## src/rtl/spmv_pkg.sv

```systemverilog
// ----------------------------------------------------------------------------
// spmv_pkg
// Shared constants, command and register codes, and beat types for the
// CSR sparse matrix times dense vector block.
// ----------------------------------------------------------------------------
`default_nettype none

package spmv_pkg;

    localparam int VECTOR_DEPTH = 1024;
    localparam int VALUE_WIDTH  = 32;
    localparam int ADDR_W       = (VECTOR_DEPTH > 1) ? $clog2(VECTOR_DEPTH) : 1;

    localparam int CMD_W      = 2;
    localparam int COL_W      = 10;
    localparam int ROW_W      = 16;
    localparam int VLEN_W     = 11;
    localparam int ACC_W      = 64;
    localparam int PROD_W     = 2 * VALUE_WIDTH;
    localparam int SUM_W      = 32;
    localparam int CFG_IDX_W  = 8;
    localparam int CFG_DATA_W = 16;

    localparam logic [CMD_W-1:0] CMD_LOAD  = 2'd0;
    localparam logic [CMD_W-1:0] CMD_ENTRY = 2'd1;
    localparam logic [CMD_W-1:0] CMD_CLOSE = 2'd2;

    localparam logic [CFG_IDX_W-1:0] CFG_VECTOR_LENGTH = 8'd0;
    localparam logic [CFG_IDX_W-1:0] CFG_ROW_COUNT     = 8'd1;

    localparam logic [VLEN_W-1:0] VLEN_RESET = 11'd1024;

    typedef struct packed {
        logic [CMD_W-1:0]        cmd;
        logic [COL_W-1:0]        column;
        logic signed [31:0]      operand;
    } t_spmv_in;

    typedef struct packed {
        logic [ROW_W-1:0]        row_index;
        logic signed [SUM_W-1:0] row_sum;
        logic                    saturated;
        logic                    column_error;
    } t_spmv_out;

    // Item after the vector store read.
    typedef struct packed {
        logic [CMD_W-1:0]              cmd;
        logic                          col_ok;
        logic signed [VALUE_WIDTH-1:0] a;
        logic signed [VALUE_WIDTH-1:0] x;
    } t_spmv_s1;

    // Snapshot of the row state taken at a close.
    typedef struct packed {
        logic [ROW_W-1:0]        row_index;
        logic signed [ACC_W-1:0] acc;
        logic                    sat;
        logic                    col_err;
    } t_spmv_close;

endpackage

`default_nettype wire

```

## src/rtl/spmv_mac.sv

```systemverilog
// ----------------------------------------------------------------------------
// spmv_mac
// Product register, saturating row accumulator, row flags and row counter.
// A close hands a snapshot of the row state downstream and clears it.
// ----------------------------------------------------------------------------
`default_nettype none

module spmv_mac import spmv_pkg::*; (
    input  wire logic             i_clk,
    input  wire logic             i_rst_n,
    input  wire logic             i_s1_valid,
    output logic                  o_s1_ready,
    input  wire t_spmv_s1         i_s1,
    input  wire logic [ROW_W-1:0] i_row_count,
    output logic                  o_cl_valid,
    input  wire logic             i_cl_ready,
    output t_spmv_close           o_cl
);

    localparam logic signed [ACC_W-1:0] ACC_MAX = {1'b0, {(ACC_W-1){1'b1}}};
    localparam logic signed [ACC_W-1:0] ACC_MIN = {1'b1, {(ACC_W-1){1'b0}}};

    logic                     r_s2_valid;
    logic [CMD_W-1:0]         r_s2_cmd;
    logic                     r_s2_ok;
    logic signed [PROD_W-1:0] r_s2_prod;

    logic signed [ACC_W-1:0]  r_acc, n_acc;
    logic                     r_sat, n_sat;
    logic                     r_err, n_err;
    logic [ROW_W-1:0]         r_row, n_row;

    logic                     w_s2_fire;
    logic signed [ACC_W-1:0]  w_prod;
    logic signed [ACC_W-1:0]  w_sum;
    logic                     w_ovf;
    logic [ROW_W:0]           w_row_inc;
    logic                     w_row_wrap;
    logic [ROW_W-1:0]         w_row_next;

    assign w_s2_fire  = r_s2_valid && ((r_s2_cmd != CMD_CLOSE) || i_cl_ready);
    assign o_s1_ready = !r_s2_valid || w_s2_fire;

    always_ff @(posedge i_clk) begin
        if (o_s1_ready && i_s1_valid) begin
            r_s2_cmd  <= i_s1.cmd;
            r_s2_ok   <= i_s1.col_ok;
            r_s2_prod <= i_s1.a * i_s1.x;
        end
    end

    always_ff @(posedge i_clk) begin
        if (!i_rst_n) begin
            r_s2_valid <= 1'b0;
        end else if (o_s1_ready) begin
            r_s2_valid <= i_s1_valid;
        end
    end

    assign w_prod = ACC_W'(r_s2_prod);
    assign w_sum  = r_acc + w_prod;
    assign w_ovf  = (r_acc[ACC_W-1] == w_prod[ACC_W-1]) &&
                    (w_sum[ACC_W-1] != r_acc[ACC_W-1]);

    assign w_row_inc  = {1'b0, r_row} + {{ROW_W{1'b0}}, 1'b1};
    assign w_row_wrap = (i_row_count != '0) && (w_row_inc >= {1'b0, i_row_count});
    assign w_row_next = w_row_wrap ? '0 : w_row_inc[ROW_W-1:0];

    always_comb begin
        n_acc = r_acc;
        n_sat = r_sat;
        n_err = r_err;
        n_row = r_row;
        if (w_s2_fire) begin
            case (r_s2_cmd)
                CMD_ENTRY: begin
                    if (!r_s2_ok) begin
                        n_err = 1'b1;
                    end else if (w_ovf) begin
                        // Clamp at the bound on the side of the operands.
                        n_acc = r_acc[ACC_W-1] ? ACC_MIN : ACC_MAX;
                        n_sat = 1'b1;
                    end else begin
                        n_acc = w_sum;
                    end
                end
                CMD_CLOSE: begin
                    n_acc = '0;
                    n_sat = 1'b0;
                    n_err = 1'b0;
                    n_row = w_row_next;
                end
                default: begin
                end
            endcase
        end
    end

    always_ff @(posedge i_clk) begin
        if (!i_rst_n) begin
            r_acc <= '0;
            r_sat <= 1'b0;
            r_err <= 1'b0;
            r_row <= '0;
        end else begin
            r_acc <= n_acc;
            r_sat <= n_sat;
            r_err <= n_err;
            r_row <= n_row;
        end
    end

    assign o_cl_valid     = r_s2_valid && (r_s2_cmd == CMD_CLOSE);
    assign o_cl.row_index = r_row;
    assign o_cl.acc       = r_acc;
    assign o_cl.sat       = r_sat;
    assign o_cl.col_err   = r_err;

endmodule

`default_nettype wire

```

## config.mk

```make
export PLATFORM = sky130hd
export DESIGN_NAME = spmv_mac
export DESIGN_NICKNAME = d
export VERILOG_FILES = /design/src/rtl/spmv_pkg.sv /design/src/rtl/spmv_mac.sv
export SDC_FILE = /design/constraint.sdc
export NUM_CORES = 2
export LEC_CHECK = 0
export BUFFER_PORTS_ARGS = -buffer_cell sky130_fd_sc_hd__buf_2
export CORE_ASPECT_RATIO = 0.8
export CORE_MARGIN = 2
export CORE_UTILIZATION = 35
export CTS_CLUSTER_SIZE = 30
export DETAILED_ROUTE_END_ITERATION = 6
export PLACE_DENSITY = 0.56
export SYNTH_ARGS = -nofsm -noshare
export SYNTH_HDL_FRONTEND = slang
export SYNTH_SLANG_ARGS = --single-unit
```

## constraint.sdc

```tcl
create_clock -name i_clk -period 23.3 [get_ports i_clk]
set_clock_uncertainty 0.1 [all_clocks]
set_input_delay 2.33 -clock i_clk [delete_from_list [all_inputs] [get_ports i_clk]]
set_output_delay 2.33 -clock i_clk [all_outputs]
set_load 0.02 [all_outputs]
```

==> metrics <==
R2R cell count 13; library cells used by synthesis 80; crit path kind input pin to flop; share of synthesized flip-flops with an asynchronous set or reset 0%; ys flop type dfxtp_1; outcome finished, final reports clean; Finished Cell Area 48400 µm²; startpoint of the worst hold path r_sat; Clock Latency Late Sink 0.46 ns; CTS tree built; highest clock rate 94.8 MHz; synthesized area 45700 µm²; final wirelength 127 mm; final setup violation count 0; DIE AREA 133000 µm²; IO Port Bufs 170; min-delay worst type flop to flop; antenna-violating nets left 0; DRC 0; RSZ-0062 raised after global routing false; die width 408 µm; violation count after the first detailed-route iteration 1996; YS warnings 0; vias per cell 4.95; Post-DP Area 47800 µm²; CP required 23.48 ns; Starting Density 35.3%; FP Rows 118; clock sink total 150; Post-Syn Nets 6403; drt wl/cell 19.0 µm; pins over their slew limit 0; Worst-Margin Slew 1.15 ns; clock root buffer clkbuf_16; Final nets 6354; CTS max path bufs 2; H-tree levels 4; Finished Core Util 37.4%; GPL Wtd Cong 0.884; CTS Hold Bufs 0; average size of a mapped cell 9.19 µm²; total congestion overflow 0; initial antenna violation count 12; hpwl dp 100 mm; vias in the first global route 35.3k; Die Y 327 µm; CP Capture Type flop; endpoints failing hold 0; IO Count 171; CTS buffer count 17; Post-CTS Setup Inserts 0; largest net degree at the start of global routing 68; top area cells in the synthesized netlist fa_1 (47%), inv_1 (8.6%), ha_1 (7.2%), and2_1 (7.0%), nand2_1 (5.3%); first-pass GRT wire length 204 mm; worst hold path depth 1; post-synthesis cell count 4969; minimum clock period 10.55 ns; drt first pass iters 7; cell taking the most area after synthesis fa_1; GRT Total Usage 19.5%; Slew headroom 23.6%; EDFF count, synth 67; detailed-route via count 33.1k; crit-path max FO 32; Yosys top cell area share 47.5%; Area Growth Syn to Fin 6.05%; max-cap viol count 0; WP data arrival 10.73 ns; layout cells sized above 1 5.19%; CP startpoint i_s1[63]; number of synthesized register bits 150; # fillers 13.3k; PostCTS Resize Cnt 0; Reg clk slew, reported paths 0.08 ns; Setup Total Neg Slack 0 ns; post-synthesis sequential area ratio 8.04%; Critical Path Source Type input pin; Core Region 129000 µm²; RR Startpoint r_s2_prod[0]; Final Cycle Share 45.3%
## critical path: stages
cell     delay [ns]
buf_2          0.52
nand2_1        0.27
inv_1          0.15
fa_1           0.45
fa_1           0.57
inv_1          0.15
fa_1           0.57
inv_1          0.08
fa_1           0.93
inv_1          0.44
fa_1           0.60
inv_1          0.06
fa_1           0.52
inv_1          0.05
fa_1           0.48
inv_1          0.06
fa_1           0.46
ha_1           0.40
a21o_1         0.23
a21o_1         0.17
a21o_1         0.18
a21o_1         0.17
a21oi_1        0.18
nor2b_1        0.09
nor2_1         0.09
nor2_1         0.05
a211o_1        0.26
nor3_1         0.17
## through the flow
| stage | hold slack [ns] | cells | setup WS [ns] |
|---|---|---|---|
| 2_1_floorplan | 0.338 | 4969 | 13.50 |
| 3_5_place_dp | 0.358 | 6641 | 12.29 |
| 4_1_cts | 0.373 | 6673 | 12.75 |
| 3_3_place_gp | 0.345 | 6641 | 12.41 |
| 5_1_grt | 0.385 | 6676 | 12.37 |
| 6_report | 0.372 | 6676 | 12.75 |
## final cells by class
type                    count  area, µm²  share of cell area [%]
multi-input cells        3513      37000                    76.4
inverters                1046       3930                    8.11
flip-flops and latches    150       3670                    7.59
well taps                1740       2180                    4.50
repair buffers            192       1020                    2.10
clock buffers              17        425                   0.878
clock inverters            15        180                   0.372
diodes                      3       7.51                  0.0155
## synth_stat cells (18+ instances only)
| cell type | number |
|---|---|
| ha_1 | 264 |
| nor3_1 | 18 |
| a21o_1 | 72 |
| fa_1 | 1083 |
| nand3_1 | 36 |
| o21ai_0 | 86 |
| clkbuf_1 | 224 |
| xor2_1 | 51 |
| o21ai_1 | 58 |
| xnor2_1 | 89 |
| nor2b_1 | 19 |
| nand2b_1 | 20 |
| nand4_1 | 32 |
| edfxtp_1 | 67 |
| o21bai_1 | 19 |
| nor2_1 | 153 |
| a21oi_1 | 156 |
| dfxtp_1 | 83 |
| inv_1 | 1045 |
| and2_1 | 510 |
| nand2_1 | 647 |
| buf_2 | 23 |
## sequential cells by signal (all words and copies together), names as in the netlist
register,cells
r_s2_ok,1
r_s2_cmd,2
r_acc,64
r_err,1
r_s2_valid,1
r_row,16
r_s2_prod,64
r_sat,1
## per-layer routing
metal,wire (µm),global-route usage [%]
met4,2660,4.03
met1,56500,27.0
met2,61900,33.0
met5,65,0
met3,5610,2.14
## cells in the final DEF, fill, tap and decap left out, types with 17 or more instances in the layout
| cell | count |
|---|---|
| a21o_1 | 72 |
| a21oi_1 | 156 |
| and2_1 | 510 |
| buf_2 | 170 |
| buf_4 | 22 |
| clkbuf_16 | 17 |
| dfxtp_1 | 83 |
| edfxtp_1 | 67 |
| fa_1 | 1083 |
| ha_1 | 264 |
| inv_1 | 1045 |
| nand2_1 | 647 |
| nand2b_1 | 20 |
| nand3_1 | 36 |
| nand4_1 | 32 |
| nor2_1 | 153 |
| nor2b_1 | 18 |
| nor3_1 | 18 |
| o21ai_0 | 86 |
| o21ai_1 | 58 |
| o21bai_1 | 19 |
| xnor2_1 | 89 |
| xor2_1 | 51 |
## path summary, 6_finish.rpt
check / endpoint / slack, ns
min reg2reg: r_sat / 0.37
min: r_sat / 0.37
max: r_s2_prod[63] / 12.75
max reg2reg: r_acc[60] / 18.81
## cell families after synthesis
family | Yosys count | synth area share [%]
muxes | 1 | 0.0219
and+or+nand+nor | 1488 | 16.0
DFF | 150 | 8.04
adders and majority gates | 1347 | 54.7
buffers and inverters | 1306 | 10.9
AOI/OAI and AO/OA | 537 | 7.66
xor gates and xnor gates | 140 | 2.69
Power is not shown: default switching activity piles up to over one toggle a cycle in this logic, so the estimate is an artifact.
