### src/rtl/spmv_pkg.sv
// ----------------------------------------------------------------------------
// spmv_pkg
// Shared constants, command and register codes, and beat types for the
// CSR sparse matrix times dense vector block.
// ----------------------------------------------------------------------------
`default_nettype none

package spmv_pkg;

    localparam int VECTOR_DEPTH = 1024;
    localparam int VALUE_WIDTH  = 32;
    localparam int ADDR_W       = (VECTOR_DEPTH > 1) ? $clog2(VECTOR_DEPTH) : 1;

    localparam int CMD_W      = 2;
    localparam int COL_W      = 10;
    localparam int ROW_W      = 16;
    localparam int VLEN_W     = 11;
    localparam int ACC_W      = 64;
    localparam int PROD_W     = 2 * VALUE_WIDTH;
    localparam int SUM_W      = 32;
    localparam int CFG_IDX_W  = 8;
    localparam int CFG_DATA_W = 16;

    localparam logic [CMD_W-1:0] CMD_LOAD  = 2'd0;
    localparam logic [CMD_W-1:0] CMD_ENTRY = 2'd1;
    localparam logic [CMD_W-1:0] CMD_CLOSE = 2'd2;

    localparam logic [CFG_IDX_W-1:0] CFG_VECTOR_LENGTH = 8'd0;
    localparam logic [CFG_IDX_W-1:0] CFG_ROW_COUNT     = 8'd1;

    localparam logic [VLEN_W-1:0] VLEN_RESET = 11'd1024;

    typedef struct packed {
        logic [CMD_W-1:0]        cmd;
        logic [COL_W-1:0]        column;
        logic signed [31:0]      operand;
    } t_spmv_in;

    typedef struct packed {
        logic [ROW_W-1:0]        row_index;
        logic signed [SUM_W-1:0] row_sum;
        logic                    saturated;
        logic                    column_error;
    } t_spmv_out;

    // Item after the vector store read.
    typedef struct packed {
        logic [CMD_W-1:0]              cmd;
        logic                          col_ok;
        logic signed [VALUE_WIDTH-1:0] a;
        logic signed [VALUE_WIDTH-1:0] x;
    } t_spmv_s1;

    // Snapshot of the row state taken at a close.
    typedef struct packed {
        logic [ROW_W-1:0]        row_index;
        logic signed [ACC_W-1:0] acc;
        logic                    sat;
        logic                    col_err;
    } t_spmv_close;

endpackage

`default_nettype wire

### src/rtl/spmv_round.sv
// ----------------------------------------------------------------------------
// spmv_round
// Takes a row snapshot, rounds the Q32.32 sum to Q16.16 half up, clamps it
// to the value range and holds the result beat for the receiver.
// ----------------------------------------------------------------------------
`default_nettype none

module spmv_round import spmv_pkg::*; (
    input  wire logic        i_clk,
    input  wire logic        i_rst_n,
    input  wire logic        i_cl_valid,
    output logic             o_cl_ready,
    input  wire t_spmv_close i_cl,
    output logic             o_out_valid,
    input  wire logic        i_out_ready,
    output t_spmv_out        o_out_data
);

    localparam int Q_W = ACC_W - 15;
    localparam logic signed [Q_W-1:0] Q_HI =
        Q_W'((64'sd1 <<< (VALUE_WIDTH - 1)) - 64'sd1);
    localparam logic signed [Q_W-1:0] Q_LO = -Q_HI - 1;

    logic                  r_s3_valid;
    t_spmv_close           r_s3;
    logic                  r_out_valid;
    t_spmv_out             r_out;

    logic                  w_s3_fire;
    logic signed [Q_W-1:0] w_q;
    logic signed [Q_W-1:0] w_clamped;
    logic                  w_sat;

    assign w_s3_fire  = r_s3_valid && (!r_out_valid || i_out_ready);
    assign o_cl_ready = !r_s3_valid || w_s3_fire;

    always_ff @(posedge i_clk) begin
        if (o_cl_ready && i_cl_valid) begin
            r_s3 <= i_cl;
        end
    end

    // Arithmetic shift by 16, plus the first dropped bit.
    assign w_q = $signed({r_s3.acc[ACC_W-1], r_s3.acc[ACC_W-1:16]}) +
                 $signed({{(Q_W-1){1'b0}}, r_s3.acc[15]});

    always_comb begin
        w_clamped = w_q;
        w_sat     = r_s3.sat;
        if (w_q > Q_HI) begin
            w_clamped = Q_HI;
            w_sat     = 1'b1;
        end else if (w_q < Q_LO) begin
            w_clamped = Q_LO;
            w_sat     = 1'b1;
        end
    end

    always_ff @(posedge i_clk) begin
        if (w_s3_fire) begin
            r_out.row_index    <= r_s3.row_index;
            r_out.row_sum      <= SUM_W'(w_clamped);
            r_out.saturated    <= w_sat;
            r_out.column_error <= r_s3.col_err;
        end
    end

    always_ff @(posedge i_clk) begin
        if (!i_rst_n) begin
            r_s3_valid  <= 1'b0;
            r_out_valid <= 1'b0;
        end else begin
            if (o_cl_ready) begin
                r_s3_valid <= i_cl_valid;
            end
            if (w_s3_fire) begin
                r_out_valid <= 1'b1;
            end else if (i_out_ready) begin
                r_out_valid <= 1'b0;
            end
        end
    end

    assign o_out_valid = r_out_valid;
    assign o_out_data  = r_out;

endmodule

`default_nettype wire

### config.mk
export PLATFORM = sky130hd
export DESIGN_NAME = spmv_round
export DESIGN_NICKNAME = d
export VERILOG_FILES = /design/src/rtl/spmv_pkg.sv /design/src/rtl/spmv_round.sv
export SDC_FILE = /design/constraint.sdc
export NUM_CORES = 1
export LEC_CHECK = 0
export BUFFER_PORTS_ARGS = -buffer_cell sky130_fd_sc_hd__buf_4
export CAP_MARGIN = 30
export CORE_UTILIZATION = 56
export CTS_BUF_LIST = sky130_fd_sc_hd__clkbuf_4 sky130_fd_sc_hd__clkbuf_8 sky130_fd_sc_hd__clkbuf_16
export DETAILED_ROUTE_END_ITERATION = 8
export PLACE_DENSITY = 0.83
export REMOVE_ABC_BUFFERS = 1
export SLEW_MARGIN = 20
export SYNTH_ARGS = -nofsm -noshare
export SYNTH_HDL_FRONTEND = slang
export SYNTH_SLANG_ARGS = --single-unit
### constraint.sdc
create_clock -name i_clk -period 6.7 [get_ports i_clk]
set_input_delay 1.005 -clock i_clk [delete_from_list [all_inputs] [get_ports i_clk]]
set_output_delay 1.005 -clock i_clk [all_outputs]
set_load 0.05 [all_outputs]
==> results of run 1 <==
## area by class of cell
cell class / instances / area share
well taps: 108 / 0.0202
clock inverters: 15 / 0.0288
repair buffers: 126 / 0.141
clock buffers: 17 / 0.0618
flip-flops and latches: 119 / 0.530
multi-input cells: 217 / 0.215
inverters: 5 / 0.00280
## flip-flops by register name, indices dropped and copies added (netlist names)
name,flops
r_s3,67
o_out_valid,1
r_s3_valid,1
o_out_data,50
## final timing paths
check | from | to | slack (ps)
worst max-delay path | r_s3[17]$_DFFE_PP_ | o_out_data[27]$_SDFFCE_PN1P_ | 3190
worst min-delay path | r_s3[77]$_DFFE_PP_ | o_out_data[45]$_DFFE_PP_ | 420
worst max register to register | r_s3[17]$_DFFE_PP_ | o_out_data[27]$_SDFFCE_PN1P_ | 3190
worst min register to register | r_s3[77]$_DFFE_PP_ | o_out_data[45]$_DFFE_PP_ | 420
## power breakdown
| part | total (W) | switching [W] | internal, W |
|---|---|---|---|
| Sequential | 0.000892 | 0.0000257 | 0.000866 |
| Combinational | 0.000164 | 0.000100 | 0.0000641 |
| Clock | 0.000916 | 0.000341 | 0.000575 |
| Total | 0.00197 | 0.000467 | 0.00151 |
## cell families (layout without fill, tap and decap cells)
family | count (synthesis) | in the layout | share of synthesized area
AND/OR/NAND/NOR | 125 | 125 | 0.142
AO/OA/AOI/OAI | 56 | 56 | 0.0760
flip-flops | 119 | 119 | 0.701
buffers and inverters | 15 | 163 | 0.0175
XOR/XNOR | 34 | 34 | 0.0588
adder cells (fa/ha/maj) | 2 | 2 | 0.00494
## layer usage
metal,vias up,track usage
met5,-,0
li1,1637,-
met1,1625,0.277
met3,22,0.0453
met2,115,0.371
met4,0,0.103
## layout by cell type (no fill, tap or decap), drive strengths merged, types with 8 or more instances in the layout
cell type / count
and3: 15
and4: 8
buf: 126
clkbuf: 17
edfxtp: 117
inv: 10
nand2: 20
nand3: 21
nand4: 16
nor2: 17
o21ai: 36
xnor2: 13
xor2: 21
## through the flow
step | power [W] | hold WS, ps | utilization | cells | worst slack [ps]
after floorplan | 0.00100 | 400 | - | 341 | 2900
after global placement | 0.00107 | 400 | 0.699 | 575 | 3270
after detailed placement | 0.00107 | 405 | 0.699 | 575 | 3200
after CTS | 0.00198 | 416 | 0.768 | 607 | 3210
after global routing | 0.00203 | 422 | 0.768 | 607 | 2990
final | 0.00197 | 418 | 0.768 | 607 | 3190
==> out/metrics.cfg, run 1 <==
[layout]
multiInputGateArea_sq_um = 1440
nets = 574
regArea_sq_um = 3550
diodes = 0
stdcell_area_sq_um = 6700
drive_gt1_frac = 0.365
syn2layout_area_growth_pct = 32.2
fillers = 523

[logic_synthesis]
synth.largest_area_cell = edfxtp_1
netlist_instances = 351
post-synth-top-count-cell = edfxtp_1
ys_warn_count = 0
syn-cell-area_sq_um = 5070
synth_cell_types = 50
synth.avg_cell_area_sq_um = 14.4
synth-main-ff-cell = edfxtp_1
async_flop_share = 0
netlist_top_cells_area = edfxtp_1, xor2_1, xnor2_1
synth_top_area_share = 0.693
synth-seq-cells = 119
synth_common_cells = edfxtp_1, o21ai_1, xor2_1, nand2_1, nand3_1
synth_edf_count = 117
seq_area_frac_synth = 0.701

[clock_tree]
ctsResizeCount = 0
clockRootBuffer = clkbuf_8
clkLatencyLatePin_ps = 520
clk_pin_slew_worst_paths_ps = 60
cts_max_level = 4
cts_buffers = 17
cts_tree = done
cts.path.max_buffers = 2
postCtsSetupBuffers = 0
ctsHoldBuffers = 0
cts.sinks = 119

[grt]
antenna_found_initial = 0
grtUsageTotal = 0.221
grt_max_degree = 51
grt-ovfl-total = 0
grt_pass1_vias = 3238
grt_pass1_wl_mm = 15.9

[routing]
drt-met1-wl_mm = 4.18
top_layer = met4
wl_per_cell_um = 16.5
drt_pass1_iterations = 4
ant_nets = 0
drt_iter0_drc = 163
routed_via_density = 5.60
vias = 3399
drc_errors = 0
met2WireLength_mm = 5.16
routed_wl_mm = 10.0
met3_length_um = 471

[floorplanning]
io_pins = 138
fp-row-count = 34
start_util = 0.581
die_w_um = 97.1
die_area_sq_um = 9440
die_h_um = 97.1
core_sq_um = 8720

[hold_path]
min_path_cells = 0
hp-class = flip-flop to flip-flop

[setup_path]
path_delay_family = simple AND/OR/NAND/NOR gates
end_kind = flip-flop
cp.arrival_ps = 3760
crit_path_top_delay_cell = o31ai_4
max_stage_delay_ps = 620
path_max_fanout = 23
path_buf_inv = 1
crit_type = flip-flop to flip-flop
crit_cells = 11
start_kind = flip-flop
r2r_cells = 11
cp_cell_sequence = ha_1, ha_1, and4_1, nand4_1, nor3_1, or4_1, o21ai_0, nand4_1, o31ai_4, buf_4, o21ai_0
crit_required_ps = 6950

[sta]
hold_viol = 0
slew_violations = 0
timing.final.crit_period_ps = 3510
fmax_ghz = 0.285
worst_pin_slew_ps = 779
relSlewSlack = 0.476
post-route-period-util = 0.524
clock-skew-final_ps = 7.38
tns_ps = 0
rsz0062_at_grt = false
setup_viol = 0

[placement]
placed_cell_area_sq_um = 6090
gp_congestion = 0.875
portBuffers = 122
dpl.hpwl_mm = 7.13

[run_status]
status = complete, no violations

[run]
drv_cap = 0

[power]
worst_ir_drop_vdd_mv = 0.202
powerDensity_nw_per_um2 = 294
p_leak_nw = 2.46

Power figures use the tool's default switching activity.
==> inputs of run 2 (changes only) <==
--- a/config.mk
+++ b/config.mk
@@ -5,12 +5,13 @@
 export SDC_FILE = /design/constraint.sdc
 export NUM_CORES = 1
 export LEC_CHECK = 0
+export ABC_AREA = 1
 export BUFFER_PORTS_ARGS = -buffer_cell sky130_fd_sc_hd__buf_4
 export CAP_MARGIN = 30
-export CORE_UTILIZATION = 56
+export CORE_UTILIZATION = 54
 export CTS_BUF_LIST = sky130_fd_sc_hd__clkbuf_4 sky130_fd_sc_hd__clkbuf_8 sky130_fd_sc_hd__clkbuf_16
 export DETAILED_ROUTE_END_ITERATION = 8
-export PLACE_DENSITY = 0.83
+export PLACE_DENSITY = 0.79
 export REMOVE_ABC_BUFFERS = 1
 export SLEW_MARGIN = 20
 export SYNTH_ARGS = -nofsm -noshare
==> constraint.sdc (replaced) <==
create_clock -name i_clk -period 3.5 [get_ports i_clk]
set_input_delay 0.525 -clock i_clk [delete_from_list [all_inputs] [get_ports i_clk]]
set_output_delay 0.525 -clock i_clk [all_outputs]
set_load 0.05 [all_outputs]
==> run 2 against run 1 <==
  * Critical endpoint is now o_out_data[12]$_SDFFCE_PN1P_
  * Count of clock-buffer cells in the layout unchanged
  * Clock power increased by 110%
  * Synthesized cell count increased by 60%
  * Sequential share of layout area decreased by 5.5 points
  * Flip-flop and latch count unchanged
  * Sequential power increased by 92%
  * Highest routed layer unchanged
  * Worst hold slack got worse by 250 ps
  * Via count increased by 28%
  * Largest cell class unchanged
  * Final cell count increased by 40%
  * Combinational power increased by 130%
  * Routed wire length increased by 37%
  * Synthesized area increased by 14%
==> out/metrics.cfg, run 2 <==
[run_status]
status = complete, no violations  ; unchanged

[power]
swShare = 0.237  ; about the same
p_int_w = 0.00303  ; was 0.00151 W
pwr-share-clk = 0.474  ; was 0.464
worst_ir_drop_vdd_mv = 0.281  ; was 0.202 mV
p_leak_nw = 3.07  ; was 2.46 nW
p_switching_w = 0.000941  ; was 0.000467 W
powerDensity_nw_per_um2 = 531  ; was 294 nW/um^2
combPwrFrac = 0.095  ; was 0.083
power_frac_seq = 0.431  ; was 0.452

[setup_path]
r2r_end = o_out_data[12]$_SDFFCE_PN1P_  ; was o_out_data[27]$_SDFFCE_PN1P_
r2r_cells = 15  ; was 11
crit_type = flip-flop to flip-flop  ; unchanged
reg2reg_slack_ps = 390  ; was 3190 ps
reg2reg_from = r_s3[17]$_DFFE_PP_  ; unchanged
crit_required_ps = 3730  ; was 6950 ps
end_kind = flip-flop  ; unchanged
cp.arrival_ps = 3340  ; was 3760 ps
start_kind = flip-flop  ; unchanged
path_max_fanout = 32  ; was 23

[logic_synthesis]
synth.avg_cell_area_sq_um = 10.3  ; was 14.4 sq um
muxShareOfSynthArea = 0  ; unchanged
syn-cell-area_sq_um = 5780  ; was 5070 sq um
seq_area_frac_synth = 0.615  ; was 0.701
synth-adder-area-share = 0.00433  ; was 0.00494
post-synth-top-count-cell = nand2_1  ; was edfxtp_1
synth.largest_area_cell = edfxtp_1  ; unchanged
synth-main-ff-cell = edfxtp_1  ; unchanged
ys_warn_count = 0  ; unchanged
synth_xor_area_frac = 0.0500  ; was 0.0588
synth_common_cells = nand2_1, edfxtp_1, nor2_1, inv_1, nand2_2  ; was edfxtp_1, o21ai_1, xor2_1, nand2_1, nand3_1
synth_simple_gate_area_frac = 0.286  ; was 0.142
netlist_top_cells_area = edfxtp_1, nand2_1, nor2_1  ; was edfxtp_1, xor2_1, xnor2_1
synth_top_family_by_area = simple AND/OR/NAND/NOR gates  ; unchanged
netlist_instances = 561  ; was 351
synth_edf_count = 117  ; unchanged
synth_top_area_share = 0.608  ; was 0.693
synth-seq-cells = 119  ; unchanged
async_flop_share = 0  ; unchanged
synth_cell_types = 27  ; was 50
synth_compound_area_frac = 0.00346  ; was 0.0760

[clock_tree]
ctsResizeCount = 0  ; unchanged
clk_pin_slew_worst_paths_ps = 60  ; about the same
ctsHoldBuffers = 0  ; unchanged
cts_max_level = 4  ; unchanged
cts_tree = done  ; unchanged
clkLatencyLatePin_ps = 520  ; about the same
cts_buffers = 17  ; unchanged
cts.path.max_buffers = 2  ; unchanged
postCtsSetupBuffers = 0  ; unchanged
cts.sinks = 119  ; unchanged
clockRootBuffer = clkbuf_8  ; unchanged

[floorplanning]
die_h_um = 105  ; was 97.1 um
core_sq_um = 10400  ; was 8720 sq um
fp-row-count = 37  ; was 34
die_area_sq_um = 11100  ; was 9440 sq um
die_w_um = 105  ; was 97.1 um
io_pins = 138  ; unchanged
start_util = 0.558  ; was 0.581

[layout]
final_common_cell = nand2_1  ; was buf_4
diodes = 0  ; unchanged
regMostFlops = r_s3  ; unchanged
utilization = 0.721  ; was 0.768
largest_reg_flops = 67  ; unchanged
drive_gt1_frac = 0.300  ; was 0.365
fillers = 738  ; was 523
nets = 788  ; was 574
final_cell_mix = nand2_1, buf_4, edfxtp_1  ; was buf_4, edfxtp_1, o21ai_1, xor2_1
syn2layout_area_growth_pct = 29.3  ; was 32.2%

[hold_path]
hold_start = i_cl[58]  ; was r_s3[77]$_DFFE_PP_
hp-class = primary input to flip-flop  ; was flip-flop to flip-flop
whs_endpoint = r_s3[58]$_DFFE_PP_  ; was o_out_data[45]$_DFFE_PP_
min_path_cells = 1  ; was 0

[routing]
drt_pass1_iterations = 5  ; was 4
vias = 4350  ; was 3,399
drc_errors = 0  ; unchanged
drt_iter0_drc = 286  ; was 163
ant_nets = 0  ; unchanged
wl_per_cell_um = 16.1  ; was 16.5 um
routed_wl_mm = 13.7  ; was 10.0 mm
routed_via_density = 5.12  ; was 5.60

[placement]
dpl.hpwl_mm = 9.98  ; was 7.13 mm
gp_congestion = 0.891  ; was 0.875
portBuffers = 122  ; unchanged
pre_cts_slack_ps = 442  ; was 3200 ps

[sta]
post-route-period-util = 0.890  ; was 0.524
timing.final.crit_period_ps = 3110  ; was 3510 ps
fmax_ghz = 0.321  ; was 0.285 GHz
setup_viol = 0  ; unchanged
rsz0062_at_grt = false  ; unchanged
worst_pin_slew_ps = 689  ; was 779 ps
fin_ws_ps = 385  ; was 3190 ps
slew_violations = 0  ; unchanged
hold_viol = 0  ; unchanged
tns_ps = 0  ; unchanged
relSlewSlack = 0.540  ; was 0.476
clock-skew-final_ps = 8.57  ; was 7.38 ps

[grt]
antenna_found_initial = 0  ; unchanged
grt_pass1_vias = 4301  ; was 3,238
grtUsageTotal = 0.264  ; was 0.221
grt_pass1_wl_mm = 21.3  ; was 15.9 mm
grt_max_degree = 51  ; unchanged
grt-ovfl-total = 0  ; unchanged

[run]
drv_cap = 0  ; unchanged

-- run 2: changes by cell type in the layout (fill, tap and decap cells not counted), moves of 11 or more --
cell,previous run,this run
nand2_1,20,181
inv_1,5,40
o21ai_1,21,0
and3_1,11,0
nor2_1,16,73
nand2_2,0,26
-- run 2: metrics by stage --
| step | hold WS [ps] | cells | power (W) | instance area (sq um) |
|---|---|---|---|---|
| floorplan | 400 | 555 | 0.00196 | 5700 |
| CTS | 151 | 849 | 0.00399 | 7480 |
| global route | 147 | 849 | 0.00408 | 7480 |
| detailed placement | 405 | 817 | 0.00211 | 6840 |
| global placement | 400 | 817 | 0.00210 | 6840 |
| finish | 173 | 849 | 0.00397 | 7480 |
-- run 2: cell families (layout without fill, tap and decap cells) --
| kind of cell | count (synthesis) | in the layout |
|---|---|---|
| AND/OR/NAND/NOR | 354 | 354 |
| buffers and inverters | 49 | 201 |
| XOR/XNOR | 33 | 33 |
| AO/OA/AOI/OAI | 4 | 4 |
| adder cells (fa/ha/maj) | 2 | 2 |
| flip-flops | 119 | 119 |
-- run 2: area by class of cell --
| type | instances | area (sq um) | share of cell area |
|---|---|---|---|
| clock inverter | 15 | 224 | 0.0299 |
| inverter | 43 | 161 | 0.0216 |
| clock buffer | 17 | 414 | 0.0554 |
| tap | 136 | 170 | 0.0228 |
| timing repair buffer | 126 | 958 | 0.128 |
| sequential | 119 | 3550 | 0.475 |
| multi-input combinational | 393 | 2000 | 0.267 |
-- run 2: power by group through the flow --
stage                     logic (W)  clock network [W]  registers, W
after floorplan            0.000133                  0       0.00183
after global placement     0.000366                  0       0.00173
after detailed placement   0.000376                  0       0.00174
after CTS                  0.000381            0.00190       0.00171
after global routing       0.000406            0.00196       0.00172
final                      0.000379            0.00188       0.00171
-- run 2: how the worst max path moves through the flow --
| stage | startpoint | end | cells past startpoint |
|---|---|---|---|
| floorplan | o_out_valid$_SDFFE_PN0P_ | o_out_data[0]$_DFFE_PP_ | 1 |
| global placement | r_s3[17]$_DFFE_PP_ | o_out_data[1]$_SDFFCE_PP1P_ | 15 |
| detailed placement | r_s3[17]$_DFFE_PP_ | o_out_data[12]$_SDFFCE_PN1P_ | 15 |
| CTS | r_s3[17]$_DFFE_PP_ | o_out_data[12]$_SDFFCE_PN1P_ | 15 |
| global route | r_s3[17]$_DFFE_PP_ | o_out_data[12]$_SDFFCE_PN1P_ | 15 |
| finish | r_s3[17]$_DFFE_PP_ | o_out_data[12]$_SDFFCE_PN1P_ | 15 |
-- run 2: metal layers --
| layer | GRT usage | vias to the layer above | wire length [um] |
|---|---|---|---|
| li1 | - | 2125 | - |
| met1 | 0.331 | 2022 | 5640 |
| met2 | 0.435 | 171 | 6880 |
| met3 | 0.0600 | 32 | 747 |
| met4 | 0.126 | 0 | 399 |
| met5 | 0 | - | 0 |
-- run 2: critical path, cell delays in order (launching register included) --
cell      delay (ps)
edfxtp_1         330
ha_1             270
ha_1             240
nand2_2           80
nor2_4           180
nand2_4          140
nor2_4           220
nand3_1          100
nand2_1           80
nand2_1           70
nor2_1           110
nand2_1           50
nor2_1           150
nand3_1          100
nand2_2          470
nand2_1          210
